==> config.mk <==
export PLATFORM = sky130hd
export DESIGN_NAME = epoch_seconds_to_calendar_unit
export DESIGN_NICKNAME = d
export VERILOG_FILES = /design/src/rtl/core/esc_pkg.sv /design/src/rtl/core/epoch_seconds_to_calendar_unit.sv
export VERILOG_INCLUDE_DIRS = /design/src /design/src/rtl/core
export SDC_FILE = /design/constraint.sdc
export NUM_CORES = 1
export LEC_CHECK = 0
export BUFFER_PORTS_ARGS = -buffer_cell sky130_fd_sc_hd__buf_2
export CELL_PAD_IN_SITES_DETAIL_PLACEMENT = 0
export CELL_PAD_IN_SITES_GLOBAL_PLACEMENT = 2
export CORE_MARGIN = 10
export CORE_UTILIZATION = 35
export CTS_CLUSTER_DIAMETER = 40
export CTS_CLUSTER_SIZE = 12
export DETAILED_ROUTE_END_ITERATION = 8
export PLACE_DENSITY = 0.75
export SLEW_MARGIN = 5
export SYNTH_ARGS = -nofsm -noshare
export SYNTH_HDL_FRONTEND = slang
export SYNTH_SLANG_ARGS = --single-unit
==> constraint.sdc <==
create_clock -name clk -period 12.9 [get_ports clk]
set_input_delay 0.645 -clock clk [delete_from_list [all_inputs] [get_ports clk]]
set_output_delay 0.645 -clock clk [all_outputs]
set_load 0.005 [all_outputs]
==> src/rtl/core/epoch_seconds_to_calendar_unit_macros.svh <==
// assertion macros for the epoch seconds to calendar unit
// used by the top level only; no other dependencies
`ifndef EPOCH_SECONDS_TO_CALENDAR_UNIT_MACROS_SVH
`define EPOCH_SECONDS_TO_CALENDAR_UNIT_MACROS_SVH

// same-cycle implication, checking disabled while reset is low
`define ESC_ASSERT_IMP(lbl, clk, rstn, ante, cons) \
  lbl: assert property (@(posedge clk) disable iff (!rstn) (ante) |-> (cons)) \
    else $error("calendar unit check failed");

// next-cycle implication, checking disabled while reset is low
`define ESC_ASSERT_NXT(lbl, clk, rstn, ante, cons) \
  lbl: assert property (@(posedge clk) disable iff (!rstn) (ante) |=> (cons)) \
    else $error("calendar unit check failed");

`endif

==> src/rtl/core/esc_pkg.sv <==
// types, constants and calendar helpers for the epoch seconds to calendar unit
// no dependencies
package esc_pkg;

  // sequencer states, one-hot
  typedef enum logic [9:0] {
    S_IDLE   = 10'b0000000001,
    S_ERA    = 10'b0000000010,
    S_YEAR   = 10'b0000000100,
    S_MONTH  = 10'b0000001000,
    S_DAY10  = 10'b0000010000,
    S_DAY1   = 10'b0000100000,
    S_HOUR10 = 10'b0001000000,
    S_HOUR1  = 10'b0010000000,
    S_MIN10  = 10'b0100000000,
    S_MIN1   = 10'b1000000000
  } esc_state_t;

  // a 400-year Gregorian cycle is always 146097 days, here in seconds
  localparam int unsigned  ERA_SECS_W     = 34;
  localparam logic [33:0]  ERA_SECS       = 34'd12622780800;
  // 400 years taken modulo 256
  localparam logic [7:0]   ERA_YEARS_LOW  = 8'd144;

  localparam logic [24:0]  COMMON_YEAR_SECS = 25'd31536000;
  localparam logic [24:0]  LEAP_YEAR_SECS   = 25'd31622400;

  localparam logic [21:0]  MONTH_31_SECS = 22'd2678400;
  localparam logic [21:0]  MONTH_30_SECS = 22'd2592000;
  localparam logic [21:0]  MONTH_29_SECS = 22'd2505600;
  localparam logic [21:0]  MONTH_28_SECS = 22'd2419200;

  // tens and units steps for the day, hour and minute walks
  localparam logic [19:0]  TEN_DAY_SECS  = 20'd864000;
  localparam logic [16:0]  DAY_SECS      = 17'd86400;
  localparam logic [15:0]  TEN_HOUR_SECS = 16'd36000;
  localparam logic [11:0]  HOUR_SECS     = 12'd3600;
  localparam logic [9:0]   TEN_MIN_SECS  = 10'd600;
  localparam logic [5:0]   MIN_SECS      = 6'd60;

  localparam logic [7:0]   EPOCH_YEARS_SINCE_1900 = 8'd70;
  // 1970 modulo 400
  localparam logic [8:0]   EPOCH_YEAR_MOD400      = 9'd370;
  localparam logic [8:0]   YEAR_MOD400_LAST       = 9'd399;

  localparam logic [3:0]   MONTH_JAN  = 4'd0;
  localparam logic [3:0]   MONTH_FEB  = 4'd1;
  localparam logic [3:0]   MONTH_LAST = 4'd11;

  // leap rule on the year taken modulo 400
  function automatic logic is_leap(input logic [8:0] ym400);
    logic by4;
    logic century;
    by4     = (ym400[1:0] == 2'b00);
    century = (ym400 == 9'd100) || (ym400 == 9'd200) || (ym400 == 9'd300);
    return by4 && !century;
  endfunction

  // seconds in a month, february follows the leap flag
  function automatic logic [21:0] month_secs(input logic [3:0] mon, input logic leap);
    logic [21:0] len;
    case (mon)
      4'd0:      len = MONTH_31_SECS;
      MONTH_FEB: len = leap ? MONTH_29_SECS : MONTH_28_SECS;
      4'd2:      len = MONTH_31_SECS;
      4'd3:      len = MONTH_30_SECS;
      4'd4:      len = MONTH_31_SECS;
      4'd5:      len = MONTH_30_SECS;
      4'd6:      len = MONTH_31_SECS;
      4'd7:      len = MONTH_31_SECS;
      4'd8:      len = MONTH_30_SECS;
      4'd9:      len = MONTH_31_SECS;
      4'd10:     len = MONTH_30_SECS;
      4'd11:     len = MONTH_31_SECS;
      default:   len = MONTH_31_SECS;
    endcase
    return len;
  endfunction

endpackage

==> src/rtl/core/epoch_seconds_to_calendar_unit.sv <==
// epoch seconds to utc calendar breakdown, one shared subtractor under a sequencer
// depends on esc_pkg and epoch_seconds_to_calendar_unit_macros.svh
//
//  channel | ports                                       | handshake
//  --------+---------------------------------------------+-------------------------
//  input   | in_epoch_seconds                            | in_valid / in_stall
//  result  | out_years_since_1900, out_month_index,      | out_valid / out_stall
//          | out_day_of_month, out_hour_of_day,          |
//          | out_minute_of_hour, out_second_of_minute    |
//
// an item is taken in idle, then one subtract-compare per cycle works down the seconds
//   count: 400-year eras (one try at width 32), whole years (up to 137), months (up to 12),
//   then tens and units of days, hours and minutes (up to 41 together),
//   of which the year walk is the longest
// in_stall is high from acceptance until the result is loaded into the output register;
//   the last minute step waits only while the output register holds an untaken result
// rst_n is synchronous, active low, and clears the sequencer and out_valid
`include "epoch_seconds_to_calendar_unit_macros.svh"

module epoch_seconds_to_calendar_unit
  import esc_pkg::*;
#(
  parameter int SECONDS_WIDTH = 32
) (
  input  logic                     clk,
  input  logic                     rst_n,
  input  logic                     in_valid,
  output logic                     in_stall,
  input  logic [SECONDS_WIDTH-1:0] in_epoch_seconds,
  output logic                     out_valid,
  input  logic                     out_stall,
  output logic [7:0]               out_years_since_1900,
  output logic [3:0]               out_month_index,
  output logic [4:0]               out_day_of_month,
  output logic [4:0]               out_hour_of_day,
  output logic [5:0]               out_minute_of_hour,
  output logic [5:0]               out_second_of_minute
);

  // subtractor width: wide enough for the count and the 400-year constant
  localparam int UW = (SECONDS_WIDTH > ERA_SECS_W) ? SECONDS_WIDTH : ERA_SECS_W;

  esc_state_t state_r, state_nxt;

  // seconds still to be walked off
  logic [SECONDS_WIDTH-1:0] acc_r, acc_nxt;
  logic [7:0]               yr_r, yr_nxt;     // years since 1900, low 8 bits
  logic [8:0]               ym400_r, ym400_nxt;
  logic [3:0]               mon_r, mon_nxt;
  logic [4:0]               day_r, day_nxt;   // day index from 0
  logic [4:0]               hour_r, hour_nxt;
  logic [5:0]               min_r, min_nxt;

  logic                     out_valid_r, out_valid_nxt;
  logic [7:0]               out_yr_r, out_yr_nxt;
  logic [3:0]               out_mon_r, out_mon_nxt;
  logic [4:0]               out_day_r, out_day_nxt;
  logic [4:0]               out_hour_r, out_hour_nxt;
  logic [5:0]               out_min_r, out_min_nxt;
  logic [5:0]               out_sec_r, out_sec_nxt;

  // shared subtract-compare unit
  logic [UW-1:0] op_a, op_b, diff;
  logic [UW:0]   sub_full;
  logic          ge;

  logic          leap;
  logic          out_free;
  logic          month_end;

  assign leap     = is_leap(ym400_r);
  assign out_free = !out_valid_r || !out_stall;

  // step size for the one subtractor, chosen by the walk in progress
  assign op_a = UW'(acc_r);

  always_comb begin
    op_b = '0;
    case (state_r)
      S_ERA:    op_b = UW'(ERA_SECS);
      S_YEAR:   op_b = leap ? UW'(LEAP_YEAR_SECS) : UW'(COMMON_YEAR_SECS);
      S_MONTH:  op_b = UW'(month_secs(mon_r, leap));
      S_DAY10:  op_b = UW'(TEN_DAY_SECS);
      S_DAY1:   op_b = UW'(DAY_SECS);
      S_HOUR10: op_b = UW'(TEN_HOUR_SECS);
      S_HOUR1:  op_b = UW'(HOUR_SECS);
      S_MIN10:  op_b = UW'(TEN_MIN_SECS);
      S_MIN1:   op_b = UW'(MIN_SECS);
      default:  op_b = '0;
    endcase
  end

  assign sub_full  = {1'b0, op_a} - {1'b0, op_b};
  assign ge        = !sub_full[UW];
  assign diff      = sub_full[UW-1:0];
  assign month_end = !ge || (mon_r == MONTH_LAST);

  // sequencer
  always_comb begin
    state_nxt     = state_r;
    acc_nxt       = acc_r;
    yr_nxt        = yr_r;
    ym400_nxt     = ym400_r;
    mon_nxt       = mon_r;
    day_nxt       = day_r;
    hour_nxt      = hour_r;
    min_nxt       = min_r;
    out_valid_nxt = out_valid_r && out_stall;
    out_yr_nxt    = out_yr_r;
    out_mon_nxt   = out_mon_r;
    out_day_nxt   = out_day_r;
    out_hour_nxt  = out_hour_r;
    out_min_nxt   = out_min_r;
    out_sec_nxt   = out_sec_r;

    case (state_r)
      S_IDLE: begin
        if (in_valid) begin
          acc_nxt   = in_epoch_seconds;
          yr_nxt    = EPOCH_YEARS_SINCE_1900;
          ym400_nxt = EPOCH_YEAR_MOD400;
          state_nxt = S_ERA;
        end
      end
      S_ERA: begin
        // whole 400-year cycles leave the year modulo 400 unchanged
        if (ge) begin
          acc_nxt = diff[SECONDS_WIDTH-1:0];
          yr_nxt  = yr_r + ERA_YEARS_LOW;
        end else begin
          state_nxt = S_YEAR;
        end
      end
      S_YEAR: begin
        if (ge) begin
          acc_nxt   = diff[SECONDS_WIDTH-1:0];
          yr_nxt    = yr_r + 8'd1;
          ym400_nxt = (ym400_r == YEAR_MOD400_LAST) ? 9'd0 : ym400_r + 9'd1;
        end else begin
          mon_nxt   = MONTH_JAN;
          state_nxt = S_MONTH;
        end
      end
      S_MONTH: begin
        // december takes whatever is left of the year
        if (month_end) begin
          day_nxt   = '0;
          state_nxt = S_DAY10;
        end else begin
          acc_nxt = diff[SECONDS_WIDTH-1:0];
          mon_nxt = mon_r + 4'd1;
        end
      end
      S_DAY10: begin
        if (ge) begin
          acc_nxt = diff[SECONDS_WIDTH-1:0];
          day_nxt = day_r + 5'd10;
        end else begin
          state_nxt = S_DAY1;
        end
      end
      S_DAY1: begin
        if (ge) begin
          acc_nxt = diff[SECONDS_WIDTH-1:0];
          day_nxt = day_r + 5'd1;
        end else begin
          hour_nxt  = '0;
          state_nxt = S_HOUR10;
        end
      end
      S_HOUR10: begin
        if (ge) begin
          acc_nxt  = diff[SECONDS_WIDTH-1:0];
          hour_nxt = hour_r + 5'd10;
        end else begin
          state_nxt = S_HOUR1;
        end
      end
      S_HOUR1: begin
        if (ge) begin
          acc_nxt  = diff[SECONDS_WIDTH-1:0];
          hour_nxt = hour_r + 5'd1;
        end else begin
          min_nxt   = '0;
          state_nxt = S_MIN10;
        end
      end
      S_MIN10: begin
        if (ge) begin
          acc_nxt = diff[SECONDS_WIDTH-1:0];
          min_nxt = min_r + 6'd10;
        end else begin
          state_nxt = S_MIN1;
        end
      end
      S_MIN1: begin
        if (ge) begin
          acc_nxt = diff[SECONDS_WIDTH-1:0];
          min_nxt = min_r + 6'd1;
        end else begin
          // what is left is the second; hold until the output register is free
          if (out_free) begin
            out_valid_nxt = 1'b1;
            out_yr_nxt    = yr_r;
            out_mon_nxt   = mon_r;
            out_day_nxt   = day_r + 5'd1;
            out_hour_nxt  = hour_r;
            out_min_nxt   = min_r;
            out_sec_nxt   = acc_r[5:0];
            state_nxt     = S_IDLE;
          end
        end
      end
      default: state_nxt = S_IDLE;
    endcase
  end

  always_ff @(posedge clk) begin
    if (!rst_n) begin
      state_r     <= S_IDLE;
      out_valid_r <= 1'b0;
    end else begin
      state_r     <= state_nxt;
      out_valid_r <= out_valid_nxt;
    end
  end

  // datapath and result registers, no reset needed
  always_ff @(posedge clk) begin
    acc_r      <= acc_nxt;
    yr_r       <= yr_nxt;
    ym400_r    <= ym400_nxt;
    mon_r      <= mon_nxt;
    day_r      <= day_nxt;
    hour_r     <= hour_nxt;
    min_r      <= min_nxt;
    out_yr_r   <= out_yr_nxt;
    out_mon_r  <= out_mon_nxt;
    out_day_r  <= out_day_nxt;
    out_hour_r <= out_hour_nxt;
    out_min_r  <= out_min_nxt;
    out_sec_r  <= out_sec_nxt;
  end

  assign in_stall             = (state_r != S_IDLE);
  assign out_valid            = out_valid_r;
  assign out_years_since_1900 = out_yr_r;
  assign out_month_index      = out_mon_r;
  assign out_day_of_month     = out_day_r;
  assign out_hour_of_day      = out_hour_r;
  assign out_minute_of_hour   = out_min_r;
  assign out_second_of_minute = out_sec_r;

  // an accepted item always starts the era walk
  `ESC_ASSERT_NXT(a_start_walk, clk, rst_n, in_valid && !in_stall, state_r == S_ERA)
  // the month walk never passes december
  `ESC_ASSERT_IMP(a_month_range, clk, rst_n, state_r == S_MONTH, mon_r <= MONTH_LAST)
  // year modulo 400 stays in range during the year walk
  `ESC_ASSERT_IMP(a_ym400_range, clk, rst_n, state_r == S_YEAR, ym400_r <= YEAR_MOD400_LAST)
  // hours and minutes stay in range in the last walk
  `ESC_ASSERT_IMP(a_time_range, clk, rst_n, state_r == S_MIN1,
                  (hour_r < 5'd24) && (min_r < 6'd60))
  // a shown result is a real date
  `ESC_ASSERT_IMP(a_out_date, clk, rst_n, out_valid_r,
                  (out_mon_r <= MONTH_LAST) && (out_day_r != 5'd0) && (out_hour_r < 5'd24))

endmodule

# ---- Word level (Yosys, flattened, before mapping)
# Index checks and enable logic that the tools add are counted.
dict set report totals {
  output_inout_bits 36
  ff_bits 114
  in_bits 36
  elab_cells 142
}
dict set report op_classes {
  n_mux 46
  reduce_logical 28
  addsub 11
  eq_ne 42
}
# cell count
set op_table {}
lappend op_table {{34-bit one-hot mux with 9 select lines} 1}
lappend op_table {{10-bit two-way mux} 11}
lappend op_table {{10-bit one-hot mux with 10 select lines} 1}
lappend op_table {{32-bit two-way mux} 3}
lappend op_table {{32-bit one-hot mux with 3 select lines} 1}
lappend op_table {{2-bit != test, second input constant} 21}
lappend op_table {{20-bit one-hot mux with 2 select lines} 1}
lappend op_table {{18-bit two-way mux} 2}
lappend op_table {{32-bit by 34-bit subtractor with 35-bit output} 1}
lappend op_table {{5-bit two-way mux} 6}
lappend op_table {{5-bit one-hot mux with 3 select lines} 2}
lappend op_table {{9-bit two-way mux} 3}
lappend op_table {{8-bit two-way mux} 3}
lappend op_table {{8-bit one-hot mux with 3 select lines} 1}
lappend op_table {{4-bit AND reduction} 5}
lappend op_table {{9-bit == test, second input constant} 2}
lappend op_table {{6-bit two-way mux} 3}
lappend op_table {{6-bit one-hot mux with 3 select lines} 1}
lappend op_table {{9-bit one-hot mux with 2 select lines} 1}
lappend op_table {{3-bit nonzero test} 5}
lappend op_table {{4-bit == test, second input constant} 3}
lappend op_table {{11-bit AND reduction} 1}
lappend op_table {{5-bit by 1-bit adder with 5-bit output, second input constant} 2}
lappend op_table {{5-bit by 4-bit adder with 5-bit output, second input constant} 2}
lappend op_table {{33 further kinds} 45}

# ---- Logic depth before layout (Yosys ltp)
# Gate-level depths: netlist (run 1).
dict set report depth {
  depth_word 12
  depth_mapped 18
  mapped_depth_nobuf 17
}

# ---- Least setup slack after synthesis (run 1)
# Ideal clock, no wire load.
dict set report synth_path {
  path_kind {reg-to-reg}
  startpoint {register ym400_r[5]}
  endpoint {register out_day_r[0], in the netlist out_day_of_month[0], enable pin}
  arrival_time_ns 5.314
  required_time_ns 12.463
  stages_incl_launch_ff 17
  setup_time_ns 0.437
  setup_slack_ns 7.149
  path_cell_list {edfxtp_1 > clkbuf_1 > or4b_2 > o31ai_1 > a41oi_1 > nand3_1 > a21oi_1 > nor4_1 > ha_1 > a21o_1 > a211o_1 > o211ai_1 > a211oi_1 > nor2_1 > a2bb2oi_4 > nand2_1 > a21oi_1}
}
dict set report synth_between {
  elab_chain_len 10
  elab_cells_between_ends 13
}
# element line_no
set synth_lines {}
lappend synth_lines {{start, declared} epoch_seconds_to_calendar_unit.sv:48} ;# logic [8:0] ym400_r, ym400_nxt;
lappend synth_lines {{start signal, assigned} epoch_seconds_to_calendar_unit.sv:232} ;# ym400_r <= ym400_nxt;
lappend synth_lines {{9-bit by 7-bit == test with 1-bit output or 9-bit by 8-bit == test with 1-bit output (tied branches)} esc_pkg.sv:55} ;# century = (ym400 == 9'd100) || (ym400 == 9'd200) || (ym400 == 9'd300);
lappend synth_lines {{1-bit logical OR} esc_pkg.sv:55}
lappend synth_lines {{1-bit logical OR (*)} esc_pkg.sv:55}
lappend synth_lines {{1-bit zero test (*)} esc_pkg.sv:56} ;# return by4 && !century;
lappend synth_lines {{1-bit logical AND (*)} esc_pkg.sv:56}
lappend synth_lines {{18-bit two-way mux} esc_pkg.sv:64} ;# MONTH_FEB: len = leap ? MONTH_29_SECS : MONTH_28_SECS;
lappend synth_lines {{20-bit one-hot mux with 2 select lines} esc_pkg.sv:62} ;# case (mon)
lappend synth_lines {{34-bit one-hot mux with 9 select lines (*)} epoch_seconds_to_calendar_unit.sv:79} ;# case (state_r)
lappend synth_lines {{32-bit by 34-bit subtractor with 35-bit output (*)} epoch_seconds_to_calendar_unit.sv:93} ;# assign sub_full = {1'b0, op_a} - {1'b0, op_b};
lappend synth_lines {{3-bit AND reduction (no source line) (*)} -}
lappend synth_lines {{end signal, assigned} epoch_seconds_to_calendar_unit.sv:239} ;# out_day_r <= out_day_nxt;
lappend synth_lines {{end, declared} epoch_seconds_to_calendar_unit.sv:57} ;# logic [4:0] out_day_r, out_day_nxt;
# Mark *: on every way between the ends. The rest lies on a longest branch, timed or not.
# A chain may end at the register's enable or synchronous reset.

# ---- Worst setup path after layout (run 1)
dict set report layout_path {
  startpoint {register state_r[3]}
  endpoint {register out_day_r[1], in the netlist out_day_of_month[1], enable pin}
}
dict set report layout_between {
  elab_chain_len 4
  elab_cells_between_ends 12
}
# element line_no
set layout_lines {}
lappend layout_lines {{start, declared} epoch_seconds_to_calendar_unit.sv:43} ;# esc_state_t state_r, state_nxt;
lappend layout_lines {{start signal, assigned} epoch_seconds_to_calendar_unit.sv:223} ;# state_r <= state_nxt;
lappend layout_lines {{10-bit == test (tied with other cells)} {epoch_seconds_to_calendar_unit.sv:79, epoch_seconds_to_calendar_unit.sv:116}}
lappend layout_lines {{34-bit one-hot mux with 9 select lines} epoch_seconds_to_calendar_unit.sv:79}
lappend layout_lines {{32-bit by 34-bit subtractor with 35-bit output} epoch_seconds_to_calendar_unit.sv:93}
lappend layout_lines {{3-bit AND reduction (no source line) (*)} -}
# Marked as above.

==> results of run 1 <==
## worst max-delay path by stage
| stage | slack, ns | cells past startpoint | start | end |
|---|---|---|---|---|
| floorplan | 7.15 | 16 | ym400_r[5]$_SDFFCE_PP1P_ | out_day_of_month[0]$_DFFE_PP_ |
| global placement | 7.22 | 16 | state_r[3]$_SDFFE_PN0P_ | out_day_of_month[1]$_DFFE_PP_ |
| detailed placement | 7.01 | 16 | state_r[3]$_SDFFE_PN0P_ | out_day_of_month[1]$_DFFE_PP_ |
| CTS | 7.02 | 16 | state_r[3]$_SDFFE_PN0P_ | out_day_of_month[1]$_DFFE_PP_ |
| global route | 6.52 | 16 | state_r[3]$_SDFFE_PN0P_ | out_years_since_1900[2]$_DFFE_PP_ |
| finish | 7.08 | 16 | state_r[3]$_SDFFE_PN0P_ | out_day_of_month[1]$_DFFE_PP_ |
## cell families (layout without fill, tap and decap cells)
group / Yosys count / after routing / synth area share, %
DFF: 114 / 114 / 48.2
AOI/OAI and AO/OA: 181 / 181 / 16.2
adders and majority gates: 41 / 41 / 7.57
buffers and inverters: 45 / 134 / 2.86
and+or+nand+nor: 248 / 248 / 19.2
muxes: 3 / 3 / 0.473
xor gates and xnor gates: 44 / 44 / 5.60
## registers in the layout, summed over array words and instances (netlist names)
| signal | cells |
|---|---|
| ym400_r | 9 |
| hour_r | 5 |
| out_valid | 1 |
| out_month_index | 4 |
| out_second_of_minute | 6 |
| out_years_since_1900 | 8 |
| out_minute_of_hour | 6 |
| out_hour_of_day | 5 |
| out_day_of_month | 5 |
| min_r | 6 |
| mon_r | 4 |
| yr_r | 8 |
| state_r | 10 |
| acc_r | 32 |
| day_r | 5 |
## placed cells by master, fill, tap and decap left out, types with 5 or more instances in the layout
| master | count |
|---|---|
| buf_4 | 5 |
| nand4_1 | 5 |
| and4b_1 | 5 |
| nor2_1 | 66 |
| inv_1 | 24 |
| o31ai_1 | 10 |
| o21ai_0 | 52 |
| dfxtp_1 | 11 |
| or4_1 | 6 |
| and3_1 | 10 |
| o22ai_1 | 5 |
| nor4_1 | 8 |
| clkbuf_16 | 17 |
| buf_2 | 71 |
| inv_6 | 5 |
| ha_1 | 40 |
| o21a_1 | 7 |
| nand2b_1 | 10 |
| xnor2_1 | 22 |
| nand3_1 | 19 |
| and2_1 | 11 |
| a21oi_1 | 58 |
| nand2_1 | 58 |
| edfxtp_1 | 103 |
| nor3_1 | 14 |
| a211oi_1 | 6 |
| xor2_1 | 22 |
## per-layer routing
layer  vias to the layer above  share of wire (%)  GRT usage [%]
met2                       120                 48           23.4
met3                        20                4.1           3.62
met4                         0                1.3           3.84
met5                         -                  0              0
li1                       2696                  -              -
met1                      2533                 46           17.0
## stage by stage
stage	cells	hold WS (ns)	total power [uW]	setup slack [ns]	utilization [%]
floorplan	676	0.400	780	7.15	-
global placement	998	0.405	883	7.22	38.8
detailed placement	998	0.408	883	7.01	38.8
CTS	1030	0.422	1390	7.02	42.0
global route	1030	0.429	1450	6.52	42.0
finish	1030	0.426	1380	7.08	42.0
## power by group
group	internal [uW]	total, uW	leakage [uW]	switching (uW)
Combinational	150	393	0.00170	243
Sequential	458	483	0.000997	25.1
Clock	310	499	0.000299	189
## area by class of cell
cell class	instances	area (um^2)
inverters	26	110
multi-input cells	517	3380
clock inverters	15	198
clock buffers	17	425
repair buffers	76	393
fillers	1944	11200
well taps	265	332
flip-flops and latches	114	3310
==> flow_summary.json, run 1 <==
{
  "outcome": "complete, no violations",
  "post-dp-hpwl_um": 13200,
  "io_pins": 72,
  "synth_warnings": 0,
  "antenna_found_initial": 0,
  "synthTopCellsByCount": "103 x edfxtp_1, 66 x nor2_1, 59 x a21oi_1, 58 x nand2_1, 52 x o21ai_0",
  "cts_buffer_depth": 2,
  "grt_pass1_vias": 5445,
  "rows": 51,
  "path_delay_family": "simple AND/OR/NAND/NOR gates",
  "nets": 829,
  "clk-insertion-delay-late_ns": 0.42,
  "hold_depth": 0,
  "area_delta_synth_final_pct": 18.5,
  "tritoncts": "built",
  "io_buffers": 71,
  "critPathArrivalTime_ns": 5.85,
  "fmaxAchievable_ghz": 0.172,
  "synth_edf_count": 103,
  "powerDensity_nw_per_um2": 169,
  "tns_ns": 0,
  "ys.flop_type": "edfxtp_1",
  "synth_cell_types": 77,
  "slowest_delay_ns": 0.91,
  "grt_overflow_total": 0,
  "fin_crit_sh_pct": 45.1,
  "vdd_drop_max_mv": 0.0959,
  "firstDrtPassIters": 5,
  "r2r_slack_ns": 7.08,
  "crit_buf_inv": 2,
  "cp-end-kind": "register",
  "r2r-end": "out_day_of_month[1]$_DFFE_PP_",
  "fin_crit_ns": 5.82,
  "avgViaCountPerCell": 5.21,
  "cts_hold_repair.buffers": 0,
  "cts_sinks": 114,
  "ys_ff_latch": 114,
  "dpl-instance-area_um2": 7530,
  "post_cts_buffers": 0,
  "wl_um": 17800,
  "async_reset_ff_share_pct": 0,
  "critPathKind": "reg -> reg",
  "tightestPinTransition_ns": 1.18,
  "dieArea_um2": 25700,
  "syn_area_um2": 6880,
  "grt_pass1_wl_um": 28700,
  "fin_worst_skew_ns": 0.0100,
  "crit_fanout": 34,
  "min_delay_worst_endpoint": "out_second_of_minute[1]$_DFFE_PP_",
  "synth_nets": 753,
  "ys_seq_area_share_pct": 48.2,
  "drc": 0,
  "yosysMostFrequentCell": "edfxtp_1",
  "syn_avg_cell_area_um2": 10.2,
  "die_x_um": 160,
  "htreeDepth": 4,
  "num_vias": 5369,
  "core_um2": 19400,
  "drtIter0Drc": 289,
  "finalHoldViolCount": 0,
  "hp-class": "reg -> reg",
  "netlist_top_cells_area": "edfxtp_1 45%, ha_1 7.3%, a21oi_1 4.3%, o21ai_0 3.8%, nor2_1 3.6%",
  "drive_above_1_share_pct": 16.5,
  "max-cap-violations": 0,
  "relSlewSlack_pct": 21.3,
  "reg2reg_from": "state_r[3]$_SDFFE_PN0P_",
  "place_congestion": 0.851,
  "die_h_um": 160,
  "netlist_instances": 676,
  "setup_violations": 0,
  "drt.antenna.violating_nets": 0,
  "crit_chain": "nor4_2 -> nand3_1 -> nor3b_1 -> buf_4 -> inv_1 -> nor2_1 -> nor3_1 -> nor4b_1 -> ha_1 -> a211o_1 -> o211ai_1 -> a211oi_1 -> nor2_1 -> a2bb2oi_4 -> nand2_1 -> a21oi_4",
  "fin_area_um2": 8150,
  "cts_resized": 0,
  "clockRootBuffer": "clkbuf_16",
  "start_kind": "register",
  "critical_path_required_ns": 12.93,
  "drv_slew": 0,
  "rsz0062_at_grt": "no",
  "routedWlPerCell_um": 17.3,
  "grt_use_total_pct": 13.9,
  "start_util_pct": 35.5,
  "power_leakage_uw": 0.00300,
  "yosys.area.top_type_share_pct": 45.0,
  "cp_common_cell": "nor2_1",
  "timing.reg2reg.worst_path_depth": 16,
  "yosys.area.top_type": "edfxtp_1",
  "hp-start": "acc_r[1]$_DFFE_PP_",
  "grt_max_degree": 35,
  "slowest_stage": "a21oi_4",
  "n_antenna_cell": 0,
  "clk_pin_slew_ns": 0.06,
  "numCtsBuffers": 17
}
Power figures use the tool's default switching activity.
==> run 2: changes to the inputs <==
Settings changed: ABC_AREA set to 1, PLACE_DENSITY 0.75 to 0.79.
Clock period 12.9 ns to 6.1 ns, I/O delays scaled along.
==> flow_summary.json, run 2 <==
{
  "outcome": "complete, no violations",
  "synth_compound_area_share_pct": 10.9,
  "routedWlPerCell_um": 15.4,
  "n_antenna_cell": 0,
  "post_cts_buffers": 0,
  "hold_ws_ns": 0.151,
  "power_frac_clock_pct": 22.5,
  "largestRegisters": "acc_r x32, state_r x10, ym400_r x9",
  "start_kind": "register",
  "synth_nets": 953,
  "clk_pin_slew_ns": 0.06,
  "drive_above_1_share_pct": 14.6,
  "fmaxAchievable_ghz": 0.211,
  "die_h_um": 164,
  "critPathKind": "reg -> reg",
  "cts_hold_repair.buffers": 0,
  "syn_area_um2": 7280,
  "async_reset_ff_share_pct": 0,
  "pwr-share-comb_pct": 48.5,
  "top_register": "acc_r",
  "fin_area_um2": 8520,
  "nets": 1034,
  "netlist_top_cells_area": "edfxtp_1 42%, nand2_1 11%, ha_1 6.9%, inv_1 5.8%, nor2_1 4.5%",
  "synth_warnings": 0,
  "yosys.area.top_type_share_pct": 42.5,
  "yosysMostFrequentCell": "nand2_1",
  "synth_top_family_by_area": "simple AND/OR/NAND/NOR gates",
  "fillers": 2103,
  "crit_fanout": 19,
  "cts_resized": 0,
  "fin_util_pct": 41.8,
  "core_um2": 20400,
  "fin_crit_sh_pct": 77.6,
  "synthTopCellsByCount": "209 x nand2_1, 113 x inv_1, 103 x edfxtp_1, 87 x nor2_1, 52 x a21oi_1",
  "tns_ns": 0,
  "netlist_instances": 876,
  "grt_pass1_wl_um": 30800,
  "power_leakage_uw": 0.00378,
  "wl_um": 19100,
  "synth_mux_area_share_pct": 0,
  "hold_depth": 3,
  "finalHoldViolCount": 0,
  "critical_path_required_ns": 6.19,
  "ys_ff_latch": 114,
  "firstDrtPassIters": 5,
  "seq_power_share_pct": 29.0,
  "tritoncts": "built",
  "htreeDepth": 4,
  "post-dp-hpwl_um": 14900,
  "setup_violations": 0,
  "powerDensity_nw_per_um2": 530,
  "rsz0062_at_grt": "no",
  "die_x_um": 164,
  "fin_crit_ns": 4.73,
  "numCtsBuffers": 17,
  "vdd_drop_max_mv": 0.240,
  "num_vias": 5945,
  "grt_use_total_pct": 14.4,
  "clk-insertion-delay-late_ns": 0.42,
  "drc": 0,
  "area_delta_synth_final_pct": 17.0,
  "dp_slack_ns": 1.28,
  "timing.reg2reg.worst_path_depth": 24,
  "synth_fa_ha_area_share_pct": 7.15,
  "synth_edf_count": 103,
  "fin_worst_skew_ns": 0.0127,
  "ys_seq_area_share_pct": 45.5,
  "p_sw_share_pct": 44.0,
  "cts_sinks": 114,
  "critPathArrivalTime_ns": 4.83,
  "tightestPinTransition_ns": 0.799,
  "synth-xor-area-share_pct": 3.97,
  "drtIter0Drc": 319,
  "avgViaCountPerCell": 4.79,
  "yosys.area.top_type": "edfxtp_1",
  "cp-end-kind": "register",
  "start_util_pct": 35.8,
  "drv_slew": 0,
  "hp-class": "in -> reg",
  "synth_cell_types": 48,
  "syn_avg_cell_area_um2": 8.31,
  "p_switching_uw": 1980,
  "rows": 52,
  "fin_ws_ns": 1.37,
  "place_congestion": 0.833,
  "max-cap-violations": 0,
  "dieArea_um2": 27000,
  "grt_max_degree": 51,
  "io_buffers": 71,
  "drt.antenna.violating_nets": 0,
  "clockRootBuffer": "clkbuf_16",
  "mostFrequentLayoutCells": "209 x nand2_1, 113 x inv_1, 103 x edfxtp_1",
  "antenna_found_initial": 0,
  "cts_buffer_depth": 2,
  "grt_pass1_vias": 5874,
  "intPower_uw": 2530,
  "synth_simple_gate_area_share_pct": 24.9,
  "grt_overflow_total": 0,
  "dpl-instance-area_um2": 7930,
  "io_pins": 72,
  "relSlewSlack_pct": 46.7,
  "layout_commonest_cell": "nand2_1",
  "ys.flop_type": "edfxtp_1",
  "largest_reg_flops": 32
}
-- run 2: final timing paths --
kind	from	end	slack (ns)
max	state_r[1]$_SDFFE_PN0P_	out_years_since_1900[3]$_DFFE_PP_	1.37
min	in_epoch_seconds[27]	acc_r[27]$_DFFE_PP_	0.15
min reg2reg	acc_r[1]$_DFFE_PP_	out_second_of_minute[1]$_DFFE_PP_	0.43
max reg2reg	state_r[1]$_SDFFE_PN0P_	out_years_since_1900[3]$_DFFE_PP_	1.37
-- run 2: stage by stage --
step,power (uW),cells
floorplan,2930,876
global placement,3550,1208
detailed placement,3530,1208
CTS,4560,1240
global route,4910,1240
finish,4510,1240
-- run 2: kinds of logic (layout without fill, tap and decap cells) --
logic type | count (synthesis) | in the layout
adder cells (fa/ha/maj) | 41 | 41
AND/OR/NAND/NOR | 412 | 412
flip-flops | 114 | 114
XOR/XNOR | 33 | 33
buffers and inverters | 134 | 228
AO/OA/AOI/OAI | 142 | 142
-- run 2: power by group through the flow --
stage,logic [uW],clock network (uW),registers [uW]
global placement,2230,0,1320
detailed placement,2200,0,1330
CTS,2220,1030,1310
global route,2500,1070,1330
floorplan,1650,0,1280
finish,2190,1020,1310
-- run 2: critical path, cell delays in order, from the launching register on --
cell     delay, ns
dfxtp_1       0.32
nor2_1        0.15
inv_1         0.07
nor3_1        0.13
nand3_1       0.40
nor2_1        0.27
inv_1         0.07
or2_2         0.29
nand3_1       0.07
inv_1         0.04
nand3_1       0.10
nor2_1        0.07
ha_1          0.36
nand2_1       0.09
nand2_1       0.07
a21oi_1       0.12
nand2_1       0.13
nand2_1       0.08
nand2_1       0.11
nand2_1       0.10
nand2_2       0.12
inv_1         0.19
nand2_1       0.15
a21oi_4       0.51
buf_4         0.38
-- run 2: cell type report --
type	instances	area (um^2)	area share, %
clock inverter	14	161	1.89
inverter	120	458	5.37
tap	270	338	3.96
clock buffer	18	429	5.04
timing repair buffer	76	393	4.61
multi-input combinational	628	3430	40.2
sequential	114	3310	38.9
-- run 2: routing by layer --
layer / vias up / wire length (um) / part of all wire (%) / global-route usage (%)
met5: - / 0 / 0 / 0
li1: 3110 / - / - / -
met1: 2736 / 9480 / 50 / 19.2
met2: 85 / 8790 / 46 / 23.4
met3: 14 / 622 / 3.3 / 3.15
met4: 0 / 182 / 0.95 / 3.37
